--- config.mk ---
export PLATFORM = sky130hd
export DESIGN_NAME = wcf_bond_rng
export DESIGN_NICKNAME = d
export VERILOG_FILES = /design/src/hw/rtl/wcf_pkg.sv /design/src/hw/rtl/wcf_bond_rng.sv
export SDC_FILE = /design/constraint.sdc
export NUM_CORES = 1
export LEC_CHECK = 0
export BUFFER_PORTS_ARGS = -buffer_cell sky130_fd_sc_hd__buf_4
export CAP_MARGIN = 20
export CORE_ASPECT_RATIO = 0.7
export CORE_MARGIN = 8
export CORE_UTILIZATION = 40
export DETAILED_ROUTE_END_ITERATION = 16
export PLACE_DENSITY_LB_ADDON = 0.25
export SLEW_MARGIN = 10
export SYNTH_ARGS = -nofsm -noshare
export SYNTH_HDL_FRONTEND = slang
export SYNTH_SLANG_ARGS = --single-unit
--- constraint.sdc ---
create_clock -name clk -period 5 [get_ports clk]
set_input_delay 1 -clock clk [delete_from_list [all_inputs] [get_ports clk]]
set_output_delay 1 -clock clk [all_outputs]
set_load 0.01 [all_outputs]
--- src/hw/rtl/wcf_pkg.sv ---
// ----------------------------------------------------------------------------
// Wolff cluster flip package
// Shared types, register indexes and field widths for the cluster flip block.
// ----------------------------------------------------------------------------
package wcf_pkg;

    localparam int SITE_W     = 12;
    localparam int SIZE_W     = 13;
    localparam int SIDE_W     = 7;
    localparam int THR_W      = 16;
    localparam int SEED_W     = 32;
    localparam int CFG_IDX_W  = 2;
    localparam int CFG_DATA_W = 32;

    localparam logic [CFG_IDX_W-1:0] REG_SIDE   = 2'd0;
    localparam logic [CFG_IDX_W-1:0] REG_THRESH = 2'd1;
    localparam logic [CFG_IDX_W-1:0] REG_SEED   = 2'd2;

    localparam logic MODE_FLIP = 1'b0;
    localparam logic MODE_READ = 1'b1;

    localparam logic [SEED_W-1:0] LFSR_TAPS = 32'h8020_0003;

    // Lattice geometry after clamping.
    typedef struct packed {
        logic [SIDE_W-1:0] side;
        logic [SIZE_W-1:0] count;
    } lat_cfg_t;

    typedef struct packed {
        logic [SIZE_W-1:0] cluster_size;
        logic              spin_value;
        logic              bad_site;
    } res_t;

endpackage

--- src/hw/rtl/wcf_bond_rng.sv ---
// ----------------------------------------------------------------------------
// Bond acceptance generator
// 32-bit Galois LFSR; each step compares the top bits of the new state with
// the scaled acceptance threshold.
// ----------------------------------------------------------------------------
module wcf_bond_rng #(
    parameter int PROB_BITS = 16
) (
    input  logic                       clk,
    input  logic                       rst_n,
    input  logic                       load,
    input  logic [wcf_pkg::SEED_W-1:0] seed,
    input  logic                       step,
    input  logic [wcf_pkg::THR_W-1:0]  threshold,
    output logic                       accept
);

    import wcf_pkg::*;

    logic [SEED_W-1:0]    lfsr_reg;
    logic [SEED_W-1:0]    lfsr_next;
    logic [PROB_BITS-1:0] draw;
    logic [PROB_BITS-1:0] thr_scaled;

    always_comb begin
        lfsr_next = lfsr_reg >> 1;
        if (lfsr_reg[0]) begin
            lfsr_next = lfsr_next ^ LFSR_TAPS;
        end
    end

    assign draw = lfsr_next[SEED_W-1 -: PROB_BITS];

    generate
        if (PROB_BITS >= THR_W) begin : g_widen
            assign thr_scaled = PROB_BITS'(threshold) << (PROB_BITS - THR_W);
        end else begin : g_narrow
            assign thr_scaled = threshold[THR_W-1 -: PROB_BITS];
        end
    endgenerate

    assign accept = (draw < thr_scaled);

    // A zero seed would lock the register up, so it loads as one.
    always_ff @(posedge clk) begin
        if (!rst_n) begin
            lfsr_reg <= SEED_W'(1);
        end else if (load) begin
            lfsr_reg <= (seed == '0) ? SEED_W'(1) : seed;
        end else if (step) begin
            lfsr_reg <= lfsr_next;
        end
    end

endmodule

# ---- Word level (Yosys, flattened, before mapping)
# Index checks and enable logic that the tools add are counted.
dict set report word_totals {
  regBits 32
  inputBits 52
  output_inout_bits 1
  elab_cells 9
}
dict set report classes {
  order_cmp 1
  n_mux 4
  n_bitwise 1
  reduce_logical 2
}
# cell count
set op_table {}
lappend op_table {{two-way mux 32 bit} 4}
lappend op_table {{zero test 32 bit} 1}
lappend op_table {{< comparator 16 bit} 1}
lappend op_table {{NOT 3 -> 4 bit} 1}
lappend op_table {{nonzero test 2 bit} 1}

# ---- Longest topological paths before layout
dict set report depth {
  word_depth 4
  ltp_mapped 6
  depth_no_buf 6
}

# ---- Least setup slack after synthesis
# Ideal clock, no wire load.
dict set report synth_path {
  path_type {input-to-output}
  startpoint {input port threshold[15] in the netlist's numbering}
  endpoint {output port accept}
  arrival_time_ns 2.098
  t_required_ns 4.000
  setup_slack_ns 1.902
  stages 6
  n_path_buf 0
  cell_sequence {inv_1 ha_1 nand4_1 nand3b_1 or4_1 o211a_1}
}
dict set report synth_via {
  elab_chain_cells 1
}
# element line_no
set synth_rtl {}
lappend synth_rtl {{from (decl)} wcf_bond_rng.sv:14} ;# input logic [wcf_pkg::THR_W-1:0] threshold,
lappend synth_rtl {{< comparator 16 bit} wcf_bond_rng.sv:42} ;# assign accept = (draw < thr_scaled);
lappend synth_rtl {{to (decl)} wcf_bond_rng.sv:15} ;# output logic accept
# Every way passes these cells.

# ---- Worst setup path in the final report
# Ends and elaborated chain as after synthesis.

==> impl_metrics.json <==
{
  "relSlewSlack_pct": 32.5,
  "min_period_over_period_pct": 67.9,
  "whs_path_depth": 3,
  "globalRouteOverflowTotal": 0,
  "multi_input_area_um2": 1130,
  "period_needed_ns": 3.40,
  "worst_path_most_repeated_cell": "buf_4",
  "synth_top_area_share_pct": 33.6,
  "synth_top_cell_by_area": "dfxtp_1",
  "remaining_drc_errors": 0,
  "syn_inst": 241,
  "layout_common_cells": "nor2_1 (63), buf_4 (52), a21oi_1 (36), dfxtp_1 (32), mux2i_1 (30)",
  "grtUsageTotal_pct": 12.6,
  "crit_slowest_cell": "or4_1",
  "grt_start_max_net_pins": 65,
  "start_util_pct": 40.7,
  "cts.path.max_buffers": 2,
  "core_area_um2": 4680,
  "synth_area_um2": 1900,
  "power_density_nw_per_um2": 279,
  "arrival_ns": 2.40,
  "fillers": 451,
  "path_clk_slew_ns": 0.07,
  "dp_slack_ns": 1.59,
  "fin_nets": 353,
  "ys_ff_latch": 32,
  "syn_avg_cell_area_um2": 7.90,
  "ys_seq_area_share_pct": 33.6,
  "cts_hold_buf": 0,
  "report.final.slew_viol_count": 0,
  "io_pins": 53,
  "path_depth": 8,
  "critPathRequiredTime_ns": 4.00,
  "setup_violations": 0,
  "worstPathCellList": "buf_4 -> inv_1 -> ha_1 -> nand4_1 -> nand3b_1 -> or4_1 -> o211a_1 -> buf_4",
  "cts.sinks": 32,
  "cts_root_buf": "clkbuf_8",
  "cts_buffers": 5,
  "cap_violations": 0,
  "area_growth_pct": 27.3,
  "cp_top_family": "simple AND/OR/NAND/NOR gates",
  "die_w_um": 98.5,
  "ant_nets": 0,
  "finalHoldViolCount": 0,
  "yosysWarnings": 0,
  "hpwl_mm": 3.44,
  "irDropWorstVdd_mv": 0.183,
  "reg2regPathDepth": 4,
  "die_area_um2": 7260,
  "synth_cell_type_count": 27,
  "timing.final.ws_setup_ns": 1.60,
  "hp-class": "flop to flop",
  "via_per_inst": 5.01,
  "wl_per_cell_um": 13.4,
  "final_common_cell": "nor2_1",
  "largest_reg_flops": 32,
  "critPathMaxFanout": 3,
  "cp.buffers_inverters": 3,
  "wirelength_mm": 4.61,
  "path_class": "primary input to primary output",
  "crit_path_end_kind": "primary output",
  "drt_iter0_drc": 67,
  "dr.pass1.iters": 4,
  "antenna_cells": 0,
  "fin_tns_setup_ns": 0,
  "syn_nets": 308,
  "post_cts_buffers": 0,
  "outcome": "finished clean",
  "drive_gt1_share_pct": 20.9,
  "vias": 1724,
  "register_area_um2": 641,
  "insertion_delay_ns": 0.28,
  "yosys-top-cells-area": "dfxtp_1 (34%), mux2i_1 (16%), nor2_1 (12%)",
  "cts_tree": "done",
  "tightest_slew_ns": 1.01,
  "timing.fmax_mhz": 295,
  "ctsHtreeMaxLevel": 2,
  "fin_skew_ns": 0.00656,
  "grt_pass1_vias": 1604,
  "dieHeight_um": 73.7,
  "cts_resized": 0,
  "start_kind": "primary input",
  "p_leak_nw": 1.18,
  "rows": 21,
  "place_congestion": 0.799,
  "antenna_found_initial": 0,
  "port_buffers": 52,
  "rsz0062_at_grt": "no",
  "grt_pass1_wl_mm": 7.40,
  "critPathMaxStageDelay_ns": 0.40
}
-- area by class of cell --
| cell class | count | area share, % |
|---|---|---|
| multi-input combinational | 178 | 46.7 |
| sequential | 32 | 26.4 |
| timing repair buffer | 52 | 16.1 |
| clock buffer | 7 | 3.97 |
| tap | 57 | 2.94 |
| inverter | 17 | 2.63 |
| clock inverter | 1 | 1.24 |
-- power by group --
group | switching, mW | total, mW | internal, mW | leakage, nW
sequential | 0.0113 | 0.282 | 0.271 | 0.264
clock | 0.0944 | 0.270 | 0.176 | 0.0645
combinational | 0.0599 | 0.124 | 0.0645 | 0.856
total | 0.166 | 0.677 | 0.511 | 1.18
-- layer usage --
| metal | vias up | global-route usage, % | routed length [um] |
|---|---|---|---|
| li1 | 917 | - | - |
| met1 | 763 | 17.0 | 2410 |
| met2 | 40 | 18.8 | 1960 |
| met3 | 4 | 3.41 | 198 |
| met4 | 0 | 4.57 | 42 |
| met5 | - | 0 | 0 |
-- worst register-to-register path, delay by kind of cell, from the launching register on --
family                    cells  cell delay, ns
and+or+nand+nor               1            0.07
DFF                           1            0.50
AOI/OAI and AO/OA             1            0.18
muxes                         1            0.10
xor gates and xnor gates      1            0.24
-- synthesized netlist by cell type --
| cell type | count |
|---|---|
| and4_1 | 2 |
| buf_1 | 3 |
| a2111oi_1 | 1 |
| clkbuf_1 | 5 |
| ha_1 | 15 |
| buf_4 | 3 |
| xor2_1 | 1 |
| o21a_1 | 1 |
| a211oi_1 | 2 |
| a21oi_1 | 36 |
| buf_2 | 3 |
| nor2_1 | 63 |
| dfxtp_1 | 32 |
| o31a_1 | 1 |
| inv_1 | 17 |
| nor3_1 | 1 |
| nand2_1 | 5 |
| nand4_1 | 3 |
| xnor2_1 | 2 |
| o211a_1 | 1 |
| o21ai_0 | 2 |
| or4_1 | 1 |
| nand2b_1 | 1 |
| mux2i_1 | 30 |
| o2111ai_1 | 1 |
| nand3b_1 | 1 |
| nor4_1 | 8 |
-- worst paths after layout --
check | start | endpoint | slack [ns]
hold reg to reg | lfsr_reg[1] | lfsr_reg[0] | 0.61
setup / recovery | threshold[15] | accept | 1.60
setup reg to reg | lfsr_reg[0] | lfsr_reg[21] | 3.84
hold / removal | lfsr_reg[1] | lfsr_reg[0] | 0.61
-- metrics by stage --
| step | power [mW] | std cells | instance area, um2 | util, % | hold slack (ns) |
|---|---|---|---|---|---|
| after CTS | 0.685 | 344 | 2420 | 51.8 | 0.614 |
| after detailed placement | 0.412 | 336 | 2300 | 49.1 | 0.601 |
| after global placement | 0.411 | 336 | 2300 | 49.1 | 0.598 |
| final | 0.677 | 344 | 2420 | 51.8 | 0.608 |
| after global routing | 0.710 | 344 | 2420 | 51.8 | 0.645 |
| after floorplan | 0.362 | 241 | 1900 | - | 0.573 |
-- kinds of logic (layout without fill, tap and decap cells) --
| family | count (synthesis) | after routing | synth area share, % |
|---|---|---|---|
| compound gates | 45 | 45 | 13.1 |
| xor+xnor | 3 | 3 | 1.38 |
| fa+ha+maj | 15 | 15 | 9.86 |
| buf+inv | 31 | 77 | 6.90 |
| flops | 32 | 32 | 33.6 |
| mux | 30 | 30 | 15.8 |
| simple gates | 85 | 85 | 19.3 |
Note: power is estimated with default switching activity, not from simulation.
