===== src/hw/rtl/wcf_pkg.sv =====
// ----------------------------------------------------------------------------
// Wolff cluster flip package
// Shared types, register indexes and field widths for the cluster flip block.
// ----------------------------------------------------------------------------
package wcf_pkg;

    localparam int SITE_W     = 12;
    localparam int SIZE_W     = 13;
    localparam int SIDE_W     = 7;
    localparam int THR_W      = 16;
    localparam int SEED_W     = 32;
    localparam int CFG_IDX_W  = 2;
    localparam int CFG_DATA_W = 32;

    localparam logic [CFG_IDX_W-1:0] REG_SIDE   = 2'd0;
    localparam logic [CFG_IDX_W-1:0] REG_THRESH = 2'd1;
    localparam logic [CFG_IDX_W-1:0] REG_SEED   = 2'd2;

    localparam logic MODE_FLIP = 1'b0;
    localparam logic MODE_READ = 1'b1;

    localparam logic [SEED_W-1:0] LFSR_TAPS = 32'h8020_0003;

    // Lattice geometry after clamping.
    typedef struct packed {
        logic [SIDE_W-1:0] side;
        logic [SIZE_W-1:0] count;
    } lat_cfg_t;

    typedef struct packed {
        logic [SIZE_W-1:0] cluster_size;
        logic              spin_value;
        logic              bad_site;
    } res_t;

endpackage


===== src/hw/rtl/wcf_seq.sv =====
// ----------------------------------------------------------------------------
// Cluster growth sequencer
// Sets the spin memory to all ones after reset, then serves reads, and serves cluster
// flips by popping sites from the stack memory and testing their four neighbors.
// ----------------------------------------------------------------------------
module wcf_seq #(
    parameter int MAX_SITES = 4096
) (
    input  logic                           clk,
    input  logic                           rst_n,
    input  wcf_pkg::lat_cfg_t              cfg,
    input  logic                           in_valid,
    output logic                           in_ready,
    input  logic                           in_mode,
    input  logic [wcf_pkg::SITE_W-1:0]     in_site,
    output logic                           out_valid,
    input  logic                           out_ready,
    output wcf_pkg::res_t                  out_res,
    output logic                           rng_step,
    input  logic                           rng_accept,
    output logic                           spin_we,
    output logic [$clog2(MAX_SITES)-1:0]   spin_waddr,
    output logic                           spin_wdata,
    output logic [$clog2(MAX_SITES)-1:0]   spin_raddr,
    input  logic                           spin_rdata,
    output logic                           stk_we,
    output logic [$clog2(MAX_SITES)-1:0]   stk_waddr,
    output logic [$clog2(MAX_SITES)-1:0]   stk_wdata,
    output logic [$clog2(MAX_SITES)-1:0]   stk_raddr,
    input  logic [$clog2(MAX_SITES)-1:0]   stk_rdata
);

    import wcf_pkg::*;

    localparam int AW = $clog2(MAX_SITES);
    localparam int NW = AW + 1;

    localparam logic [AW-1:0] CLR_LAST = AW'(MAX_SITES - 1);
    localparam logic [AW:0]   SP_MAX   = (AW + 1)'(MAX_SITES);

    localparam logic [1:0] NB_PLUS1  = 2'd0;
    localparam logic [1:0] NB_MINUS1 = 2'd1;
    localparam logic [1:0] NB_PLUSL  = 2'd2;
    localparam logic [1:0] NB_MINUSL = 2'd3;

    typedef enum logic [2:0] {
        S_CLEAR,
        S_IDLE,
        S_SEED,
        S_POP,
        S_CUR,
        S_NB
    } state_t;

    state_t            state_reg;
    logic [AW-1:0]     clr_reg;
    logic              mode_reg;
    logic              bad_reg;
    logic [AW-1:0]     site_reg;
    logic              old_reg;
    logic [AW:0]       sp_reg;
    logic [SIZE_W-1:0] count_reg;
    logic [AW-1:0]     cur_reg;
    logic [AW-1:0]     nb_reg;
    logic [1:0]        k_reg;
    logic              out_valid_reg;
    res_t              out_res_reg;

    logic [NW-1:0]     lat_side;
    logic [NW-1:0]     lat_count;
    logic [AW-1:0]     nb_first;
    logic [AW-1:0]     nb_follow;
    logic              join_nb;
    logic              push;
    logic              out_free;

    // Helical neighbor: offsets +1, -1, +L, -L taken modulo the site count.
    function automatic logic [AW-1:0] nb_addr(input logic [AW-1:0] cur,
                                              input logic [1:0]    k,
                                              input logic [NW-1:0] l,
                                              input logic [NW-1:0] n);
        logic [NW-1:0] c;
        logic [NW-1:0] t;
        c = NW'(cur);
        case (k)
            NB_PLUS1: begin
                t = c + NW'(1);
                if (t >= n) begin
                    t = t - n;
                end
            end
            NB_MINUS1: begin
                t = (c == '0) ? (n - NW'(1)) : (c - NW'(1));
            end
            NB_PLUSL: begin
                t = c + l;
                if (t >= n) begin
                    t = t - n;
                end
            end
            default: begin
                t = (c < l) ? (c + n - l) : (c - l);
            end
        endcase
        return AW'(t);
    endfunction

    assign lat_side  = NW'(cfg.side);
    assign lat_count = NW'(cfg.count);
    assign nb_first  = nb_addr(stk_rdata, NB_PLUS1, lat_side, lat_count);
    assign nb_follow = nb_addr(cur_reg, 2'(k_reg + 2'd1), lat_side, lat_count);
    assign join_nb   = (spin_rdata == old_reg);
    assign out_free  = !out_valid_reg || out_ready;

    always_comb begin
        spin_we    = 1'b0;
        spin_waddr = nb_reg;
        spin_wdata = !old_reg;
        spin_raddr = site_reg;
        stk_we     = 1'b0;
        stk_waddr  = sp_reg[AW-1:0];
        stk_wdata  = nb_reg;
        stk_raddr  = AW'(sp_reg - (AW + 1)'(1));
        rng_step   = 1'b0;
        push       = 1'b0;
        case (state_reg)
            S_CLEAR: begin
                spin_we    = 1'b1;
                spin_waddr = clr_reg;
                spin_wdata = 1'b1;
            end
            S_IDLE: begin
                spin_raddr = AW'(in_site);
            end
            S_SEED: begin
                if (!bad_reg && (mode_reg == MODE_FLIP)) begin
                    spin_we    = 1'b1;
                    spin_waddr = site_reg;
                    spin_wdata = !spin_rdata;
                    stk_we     = 1'b1;
                    stk_waddr  = '0;
                    stk_wdata  = site_reg;
                end
            end
            S_CUR: begin
                spin_raddr = nb_first;
            end
            S_NB: begin
                // A neighbor that still has the old sign draws one number.
                rng_step   = join_nb;
                spin_we    = join_nb && rng_accept;
                push       = join_nb && rng_accept && (sp_reg < SP_MAX);
                stk_we     = push;
                spin_raddr = nb_follow;
            end
            default: begin
            end
        endcase
    end

    always_ff @(posedge clk) begin
        if (!rst_n) begin
            state_reg     <= S_CLEAR;
            clr_reg       <= '0;
            sp_reg        <= '0;
            out_valid_reg <= 1'b0;
        end else begin
            if (out_ready) begin
                out_valid_reg <= 1'b0;
            end
            case (state_reg)
                S_CLEAR: begin
                    clr_reg <= clr_reg + AW'(1);
                    if (clr_reg == CLR_LAST) begin
                        state_reg <= S_IDLE;
                    end
                end
                S_IDLE: begin
                    if (in_valid) begin
                        mode_reg  <= in_mode;
                        site_reg  <= AW'(in_site);
                        bad_reg   <= ({1'b0, in_site} >= cfg.count);
                        state_reg <= S_SEED;
                    end
                end
                S_SEED: begin
                    if (bad_reg || (mode_reg == MODE_READ)) begin
                        if (out_free) begin
                            out_valid_reg            <= 1'b1;
                            out_res_reg.cluster_size <= '0;
                            out_res_reg.spin_value   <= !bad_reg && spin_rdata;
                            out_res_reg.bad_site     <= bad_reg;
                            state_reg                <= S_IDLE;
                        end
                    end else begin
                        old_reg   <= spin_rdata;
                        sp_reg    <= (AW + 1)'(1);
                        count_reg <= SIZE_W'(1);
                        state_reg <= S_POP;
                    end
                end
                S_POP: begin
                    if (sp_reg == '0) begin
                        if (out_free) begin
                            out_valid_reg            <= 1'b1;
                            out_res_reg.cluster_size <= count_reg;
                            out_res_reg.spin_value   <= old_reg;
                            out_res_reg.bad_site     <= 1'b0;
                            state_reg                <= S_IDLE;
                        end
                    end else begin
                        sp_reg    <= sp_reg - (AW + 1)'(1);
                        state_reg <= S_CUR;
                    end
                end
                S_CUR: begin
                    cur_reg   <= stk_rdata;
                    nb_reg    <= nb_first;
                    k_reg     <= NB_PLUS1;
                    state_reg <= S_NB;
                end
                S_NB: begin
                    if (push) begin
                        sp_reg    <= sp_reg + (AW + 1)'(1);
                        count_reg <= count_reg + SIZE_W'(1);
                    end
                    if (k_reg == NB_MINUSL) begin
                        state_reg <= S_POP;
                    end else begin
                        k_reg  <= 2'(k_reg + 2'd1);
                        nb_reg <= nb_follow;
                    end
                end
                default: begin
                    state_reg <= S_IDLE;
                end
            endcase
        end
    end

    assign in_ready  = (state_reg == S_IDLE);
    assign out_valid = out_valid_reg;
    assign out_res   = out_res_reg;

    a_accept_stack_empty: assert property (@(posedge clk) disable iff (!rst_n)
        (in_valid && in_ready) |-> (sp_reg == '0))
        else $error("item accepted while the site stack is not empty");

    a_bad_site_result: assert property (@(posedge clk) disable iff (!rst_n)
        (out_valid_reg && out_res_reg.bad_site) |->
            ((out_res_reg.cluster_size == '0) && !out_res_reg.spin_value))
        else $error("bad site result carries a size or a spin");

    a_count_bounded: assert property (@(posedge clk) disable iff (!rst_n)
        (state_reg == S_NB) |-> (count_reg <= cfg.count))
        else $error("cluster size exceeds the site count");

    a_result_stack_empty: assert property (@(posedge clk) disable iff (!rst_n)
        $rose(out_valid_reg) |-> (sp_reg == '0))
        else $error("result issued before the stack drained");

endmodule


===== config.mk =====
export PLATFORM = sky130hd
export DESIGN_NAME = wcf_seq
export DESIGN_NICKNAME = d
export VERILOG_FILES = /design/src/hw/rtl/wcf_pkg.sv /design/src/hw/rtl/wcf_seq.sv
export SDC_FILE = /design/constraint.sdc
export NUM_CORES = 1
export LEC_CHECK = 0
export ABC_AREA = 1
export BUFFER_PORTS_ARGS = -buffer_cell sky130_fd_sc_hd__buf_4
export CAP_MARGIN = 0
export CORE_AREA = 2 2 153 155
export DETAILED_ROUTE_END_ITERATION = 8
export DIE_AREA = 0 0 155 157
export GPL_ROUTABILITY_DRIVEN = 0
export GPL_TIMING_DRIVEN = 0
export PLACE_DENSITY_LB_ADDON = 0.08
export SLEW_MARGIN = 20
export SYNTH_ARGS = -nofsm -noshare
export SYNTH_HDL_FRONTEND = slang
export SYNTH_SLANG_ARGS = --single-unit

===== constraint.sdc =====
create_clock -name clk -period 3.41 [get_ports clk]
set_clock_uncertainty 0.15 [all_clocks]
set_input_delay 0.341 -clock clk [delete_from_list [all_inputs] [get_ports clk]]
set_output_delay 0.341 -clock clk [all_outputs]
set_load 0.005 [all_outputs]

Word level (Yosys, flattened, before mapping)
Cells that the tools add are included.
{"block": "word_totals", "ff_bits": 98, "in_bits": 51, "out_inout_bits": 81, "wordCells": 132}
{"block": "op_classes", "addsub": 16, "magnitude_cmp": 6, "n_eq_ne": 21, "mux": 46, "bitwise": 2, "reduce_logical": 26}
{"operator": "two-way mux 12 bit", "count": 10}
{"operator": "case mux 12 bit (3 select lines)", "count": 2}
{"operator": "two-way mux 15 bit", "count": 4}
{"operator": "two-way mux 13 bit", "count": 4}
{"operator": "case mux 12 bit (2 select lines)", "count": 2}
{"operator": ">= comparator 13 bit", "count": 3}
{"operator": "case mux 13 bit (3 select lines)", "count": 1}
{"operator": "subtractor 12 bit", "count": 3}
{"operator": "case mux 15 bit (2 select lines)", "count": 1}
{"operator": "adder 12 x 1 -> 13 bit, second input constant", "count": 2}
{"operator": "adder 13 x 1 -> 13 bit, second input constant", "count": 2}
{"operator": "case mux 13 bit (2 select lines)", "count": 1}
{"operator": "subtractor 12 x 1 -> 12 bit, second input constant", "count": 2}
{"operator": "subtractor 12 x 7 -> 12 bit", "count": 2}
{"operator": "!= test 2 bit, second input constant", "count": 11}
{"operator": "two-way mux 3 bit", "count": 6}
{"operator": "case mux 3 bit (6 select lines)", "count": 1}
{"operator": "adder 12 x 7 -> 13 bit", "count": 1}
{"operator": ">= comparator 12 x 13 -> 1 bit", "count": 1}
{"operator": "zero test 13 bit", "count": 1}
{"operator": "< comparator 13 bit, second input constant", "count": 1}
{"operator": "subtractor 13 x 1 -> 13 bit, second input constant", "count": 1}
{"operator": "adder 12 x 1 -> 12 bit, second input constant", "count": 1}
{"operator": "adder 12 bit", "count": 1}
{"operator": "27 further kinds", "count": 53}

Depth between registers and ports, before layout
{"block": "logic_depth", "depth_word": 6, "mapped_depth": 25, "ltp_nobuf": 24}

Worst setup path after synthesis
Ideal clock, no wire load.
{"block": "synth_path", "path_type": "register -> output", "start": "register cur_reg[0]", "end": "output port spin_raddr[3]", "arrival_ns": 3.311, "t_required_ns": 2.919, "setup_slack_ns": -0.392, "stages_incl_launch_ff": 20, "cell_sequence": "edfxtp_1 -> ha_1 -> inv_1 -> fa_1 -> o21ai_1 -> nand3_1 -> nand2_1 -> xor2_1 -> inv_1 -> ha_1 -> a21oi_1 -> nand2_1 -> a21oi_1 -> nand3_1 -> buf_4 -> buf_4 -> o211ai_1 -> nand4_1 -> o211ai_1 -> nand3b_1"}
{"block": "synth_via", "elab_chain_len": 5, "word_cells_on_any_way": 18, "classes_between": "add/sub (8); order compare (3); mux (6); reduce/logical (1)"}
{"item": "from (decl)", "line": "wcf_seq.sv:63", "text": "logic [AW-1:0] cur_reg;"}
{"item": "from (signal assigned)", "line": "wcf_seq.sv:217", "text": "cur_reg <= stk_rdata;"}
{"item": "adder 12 bit (tied with other cells)", "line": "wcf_seq.sv:102", "text": "t = (c < l) ? (c + n - l) : (c - l);"}
{"item": "subtractor 12 x 7 -> 12 bit (tied with other cells)", "line": "wcf_seq.sv:102"}
{"item": "two-way mux 12 bit, on equally long branches", "line": "wcf_seq.sv:102, wcf_seq.sv:88, wcf_seq.sv:97"}
{"item": "case mux 12 bit (3 select lines) *", "line": "wcf_seq.sv:85", "text": "case (k)"}
{"item": "case mux 12 bit (3 select lines) *", "line": "wcf_seq.sv:126", "text": "case (state_reg)"}
{"item": "to (decl)", "line": "wcf_seq.sv:24", "text": "output logic [$clog2(MAX_SITES)-1:0] spin_raddr,"}
Mark *: on every way between the ends. The rest lies on a longest branch, timed or not.

Worst setup path after layout
{"block": "layout_path", "start": "register cur_reg[6]", "end": "output port spin_raddr[3]"}
{"block": "layout_via", "elab_chain_len": 5, "word_cells_on_any_way": 12, "classes_between": "add/sub (2); order compare (3); mux (6); reduce/logical (1)"}
{"item": "adder 12 x 7 -> 13 bit or adder 12 x 1 -> 13 bit (tied branches)", "line": "wcf_seq.sv:96, wcf_seq.sv:87"}
{"item": ">= comparator 13 bit, on equally long branches", "line": "wcf_seq.sv:97, wcf_seq.sv:88"}
{"item": "two-way mux 12 bit, on equally long branches", "line": "wcf_seq.sv:97, wcf_seq.sv:88"}
{"item": "case mux 12 bit (3 select lines) *", "line": "wcf_seq.sv:85"}
{"item": "case mux 12 bit (3 select lines) *", "line": "wcf_seq.sv:126"}
Marked as above.

==> results.py <==
metrics = {
    "final_layout": {
        "final_util_pct": 61.98,
        "area_growth_pct": 27.92,
        "diodes": 0,
        "largest_reg_flops": 15,
        "drive_gt1_share_pct": 23.17,
        "nets": 1977,
    },
    "timing": {
        "setup_viol": 24,
        "period_share_pct": 140.6,
        "slew_headroom_pct": 36.81,
        "finalCriticalPeriod_ns": 4.795,
        "tns_ns": -22.93,
        "drv_slew": 0,
        "rsz0062_at_grt": "true",
        "fin_ws_ns": -1.385,
        "whs_ns": 0.02068,
        "clock.fmax_mhz": 208.5,
        "tightest_slew_ns": 0.9478,
        "finalHoldViolCount": 0,
    },
    "route": {
        "firstDrtPassIters": 5,
        "post_drt_wl_per_cell_um": 18.52,
        "antenna_left": 0,
        "drt_wl_total_mm": 39.09,
        "vias": 11940,
        "drt_iter0_markers": 1078,
        "routed_via_density": 5.658,
        "drcViolationCount": 0,
    },
    "logic_synthesis": {
        "synth_edf_count": 69,
        "yosysWarnings": 0,
        "synthTopCellsByArea": "edfxtp_1, nand2_1, ha_1",
        "synth_area_leader_cell": "edfxtp_1",
        "syn-cell-area_mm2": 0.01090,
        "ys.flop_type": "edfxtp_1",
        "ys_seq_area_share_pct": 24.33,
        "synth_fp_nets": 1772,
        "synth_top_cell_area_share_pct": 19.00,
        "syn_inst": 1616,
        "synth-seq-cells": 98,
        "synth_cell_types": 57,
        "syn_area_per_cell_um2": 6.747,
        "synth-async-reset-ratio_pct": 0,
    },
    "status": {
        "status": "complete, but fails checks",
        "violations": "negative setup slack",
    },
    "worst_setup_path": {
        "worst_setup_path_start_kind": "flip-flop",
        "path_max_fanout": 7,
        "r2r_start": "cur_reg[6]$_DFFE_PP_",
        "worstPathRequired_ns": 2.92,
        "worstSetupStartpoint": "cur_reg[6]$_DFFE_PP_",
        "rr_endpoint": "nb_reg[3]$_DFFE_PP_",
        "reg2regPathDepth": 21,
        "critical_path_class": "flip-flop to primary output",
        "crit_path_end_kind": "primary output",
        "regToRegSetupSlack_ns": -0.83,
        "cp.arrival_ns": 4.30,
    },
    "hold_path": {
        "holdPathStages": 1,
        "hold_class": "primary input to flip-flop",
        "hold_end": "cur_reg[6]$_DFFE_PP_",
        "hp-start": "stk_rdata[6]",
    },
    "placement": {
        "hpwl_mm": 30.17,
        "portBuffers": 130,
        "place_ws_ns": -1.235,
    },
    "floorplanning": {
        "initial_core_util_pct": 48.45,
        "dieArea_mm2": 0.02434,
        "num_rows": 55,
        "fp.dieW_um": 155,
        "core_area_mm2": 0.02250,
        "io_pins": 132,
        "die_height_um": 157,
    },
    "grt": {
        "grt_pass1_vias": 11000,
        "grt_pass1_wl_mm": 58.87,
        "overflow": 0,
        "grt_max_degree": 21,
        "antenna_found_initial": 0,
        "track_usage_pct": 31.16,
    },
    "clock_tree": {
        "numCtsBuffers": 9,
        "clk_latency_ns": 0.37,
        "cts_tree": "yes",
        "htree_levels": 3,
        "clockBufferDepth": 2,
        "root_buffer": "clkbuf_16",
        "clkTransAtPathRegs_ns": 0.07,
        "cts_sinks": 98,
    },
    "run": {
        "maxCapViolCount": 0,
    },
    "power": {
        "finalPower_uw": 3268,
        "leakagePower_uw": 0.006509,
        "vdd_drop_max_mv": 0.2457,
        "p_per_area_mw_per_mm2": 234.3,
    },
}
kinds of logic after synthesis:
kind of cell             after synthesis  synth area share, %
adder cells (fa/ha/maj)              105                12.88
XOR/XNOR                              60                4.820
flip-flops                            98                24.33
AO/OA/AOI/OAI                        277                14.61
buffers and inverters                297                10.88
AND/OR/NAND/NOR                      779                32.49
per-layer routing:
layer / routed length (µm) / vias to the layer above / share of wire, % / track usage [%]
li1: - / 5783 / - / -
met2: 17740 / 574 / 45 / 51.53
met4: 1700 / 0 / 4.3 / 11.99
met1: 16440 / 5481 / 42 / 41.38
met3: 3198 / 106 / 8.2 / 4.405
met5: 0 / - / 0 / 0
stage by stage:
step                      std cells  area (µm²)
after floorplan                1616       11000
after global placement         2031       12330
after detailed placement       2035       12370
after CTS                      2089       13400
after global routing           2111       13950
final                          2111       13950
final cells by class:
| cell class | count | area (µm²) |
|---|---|---|
| Tap cell | 285 | 356.6 |
| Inverter | 257 | 978.4 |
| Clock buffer | 9 | 225.2 |
| Sequential cell | 98 | 2653 |
| Multi-Input combinational cell | 1221 | 7881 |
| Fill cell | 2106 | 8556 |
| Buffer | 40 | 232.7 |
| Clock inverter | 7 | 76.32 |
| Timing Repair Buffer | 194 | 1544 |
worst max-delay path, stage by stage, from the launching register on:
cell and delay, ns:
edfxtp_1 0.56, ha_4 0.32, nor2_2 0.20, and3_1 0.22, nand2_2 0.08, nand2_4 0.14
nand2_4 0.08, xor2_4 0.17, inv_2 0.06, ha_4 0.26, nand2_4 0.09, nor2_4 0.04
buf_6 0.11, a21oi_4 0.13, nand3_2 0.12, buf_6 0.16, buf_6 0.12, o211ai_1 0.24
nand4_1 0.18, o211ai_1 0.29, nand3b_1 0.18, buf_4 0.18
cell usage in the layout, fill, tap and decap left out, types with 6 or more instances in the layout:
master,instances
buf_6,27
inv_2,19
a21oi_2,11
dfxtp_1,29
clkbuf_16,9
nand2_2,29
o21ai_0,85
buf_2,9
xnor2_1,13
clkbuf_1,21
nor3_1,24
buf_4,172
nand3b_1,7
xor2_1,40
ha_1,75
fa_1,11
nand2_1,340
edfxtp_1,69
ha_4,18
a31oi_1,12
or2_2,7
o21ai_1,21
nor2_2,11
o21ai_2,8
inv_1,232
nand3_2,30
nand4_1,38
o211ai_1,22
nor2_4,11
nand2_4,13
a21oi_1,74
o21a_1,6
nand3_1,104
nor2_1,138
where the power goes:
part	internal (µW)	switching (µW)
combinational	367	557
clock	527	543
sequential	1270	2.52
worst max-delay path by stage:
| stage | to | slack, ns | depth (start not counted) |
|---|---|---|---|
| 6_report | spin_raddr[3] | -1.39 | 21 |
| 3_3_place_gp | spin_raddr[3] | -1.24 | 19 |
| 4_1_cts | spin_raddr[3] | -1.24 | 22 |
| 3_5_place_dp | spin_raddr[3] | -1.24 | 21 |
| 2_1_floorplan | spin_raddr[3] | -0.11 | 19 |
| 5_1_grt | spin_raddr[2] | -1.49 | 22 |
cells in the mapped netlist (12+ instances only):
cell type  instances
nor2_1           147
a31oi_1           13
o211ai_1          22
edfxtp_1          69
nor3_1            29
o21ai_0          100
nand4_1           38
dfxtp_1           29
fa_1              12
xnor2_1           13
inv_1            247
clkbuf_1          21
xor2_1            47
ha_1              93
nand2_1          369
a21oi_1           88
nand3_1          130
timing repair:
action                     in CTS  in global routing
setup buffers                  37                 23
pin swaps                      46                 54
hold endpoints to repair        1                  0
hold buffers                    1                  0
gates resized for setup        99                 89
setup endpoints to repair      24                 24
Power figures use the tool's default switching activity.
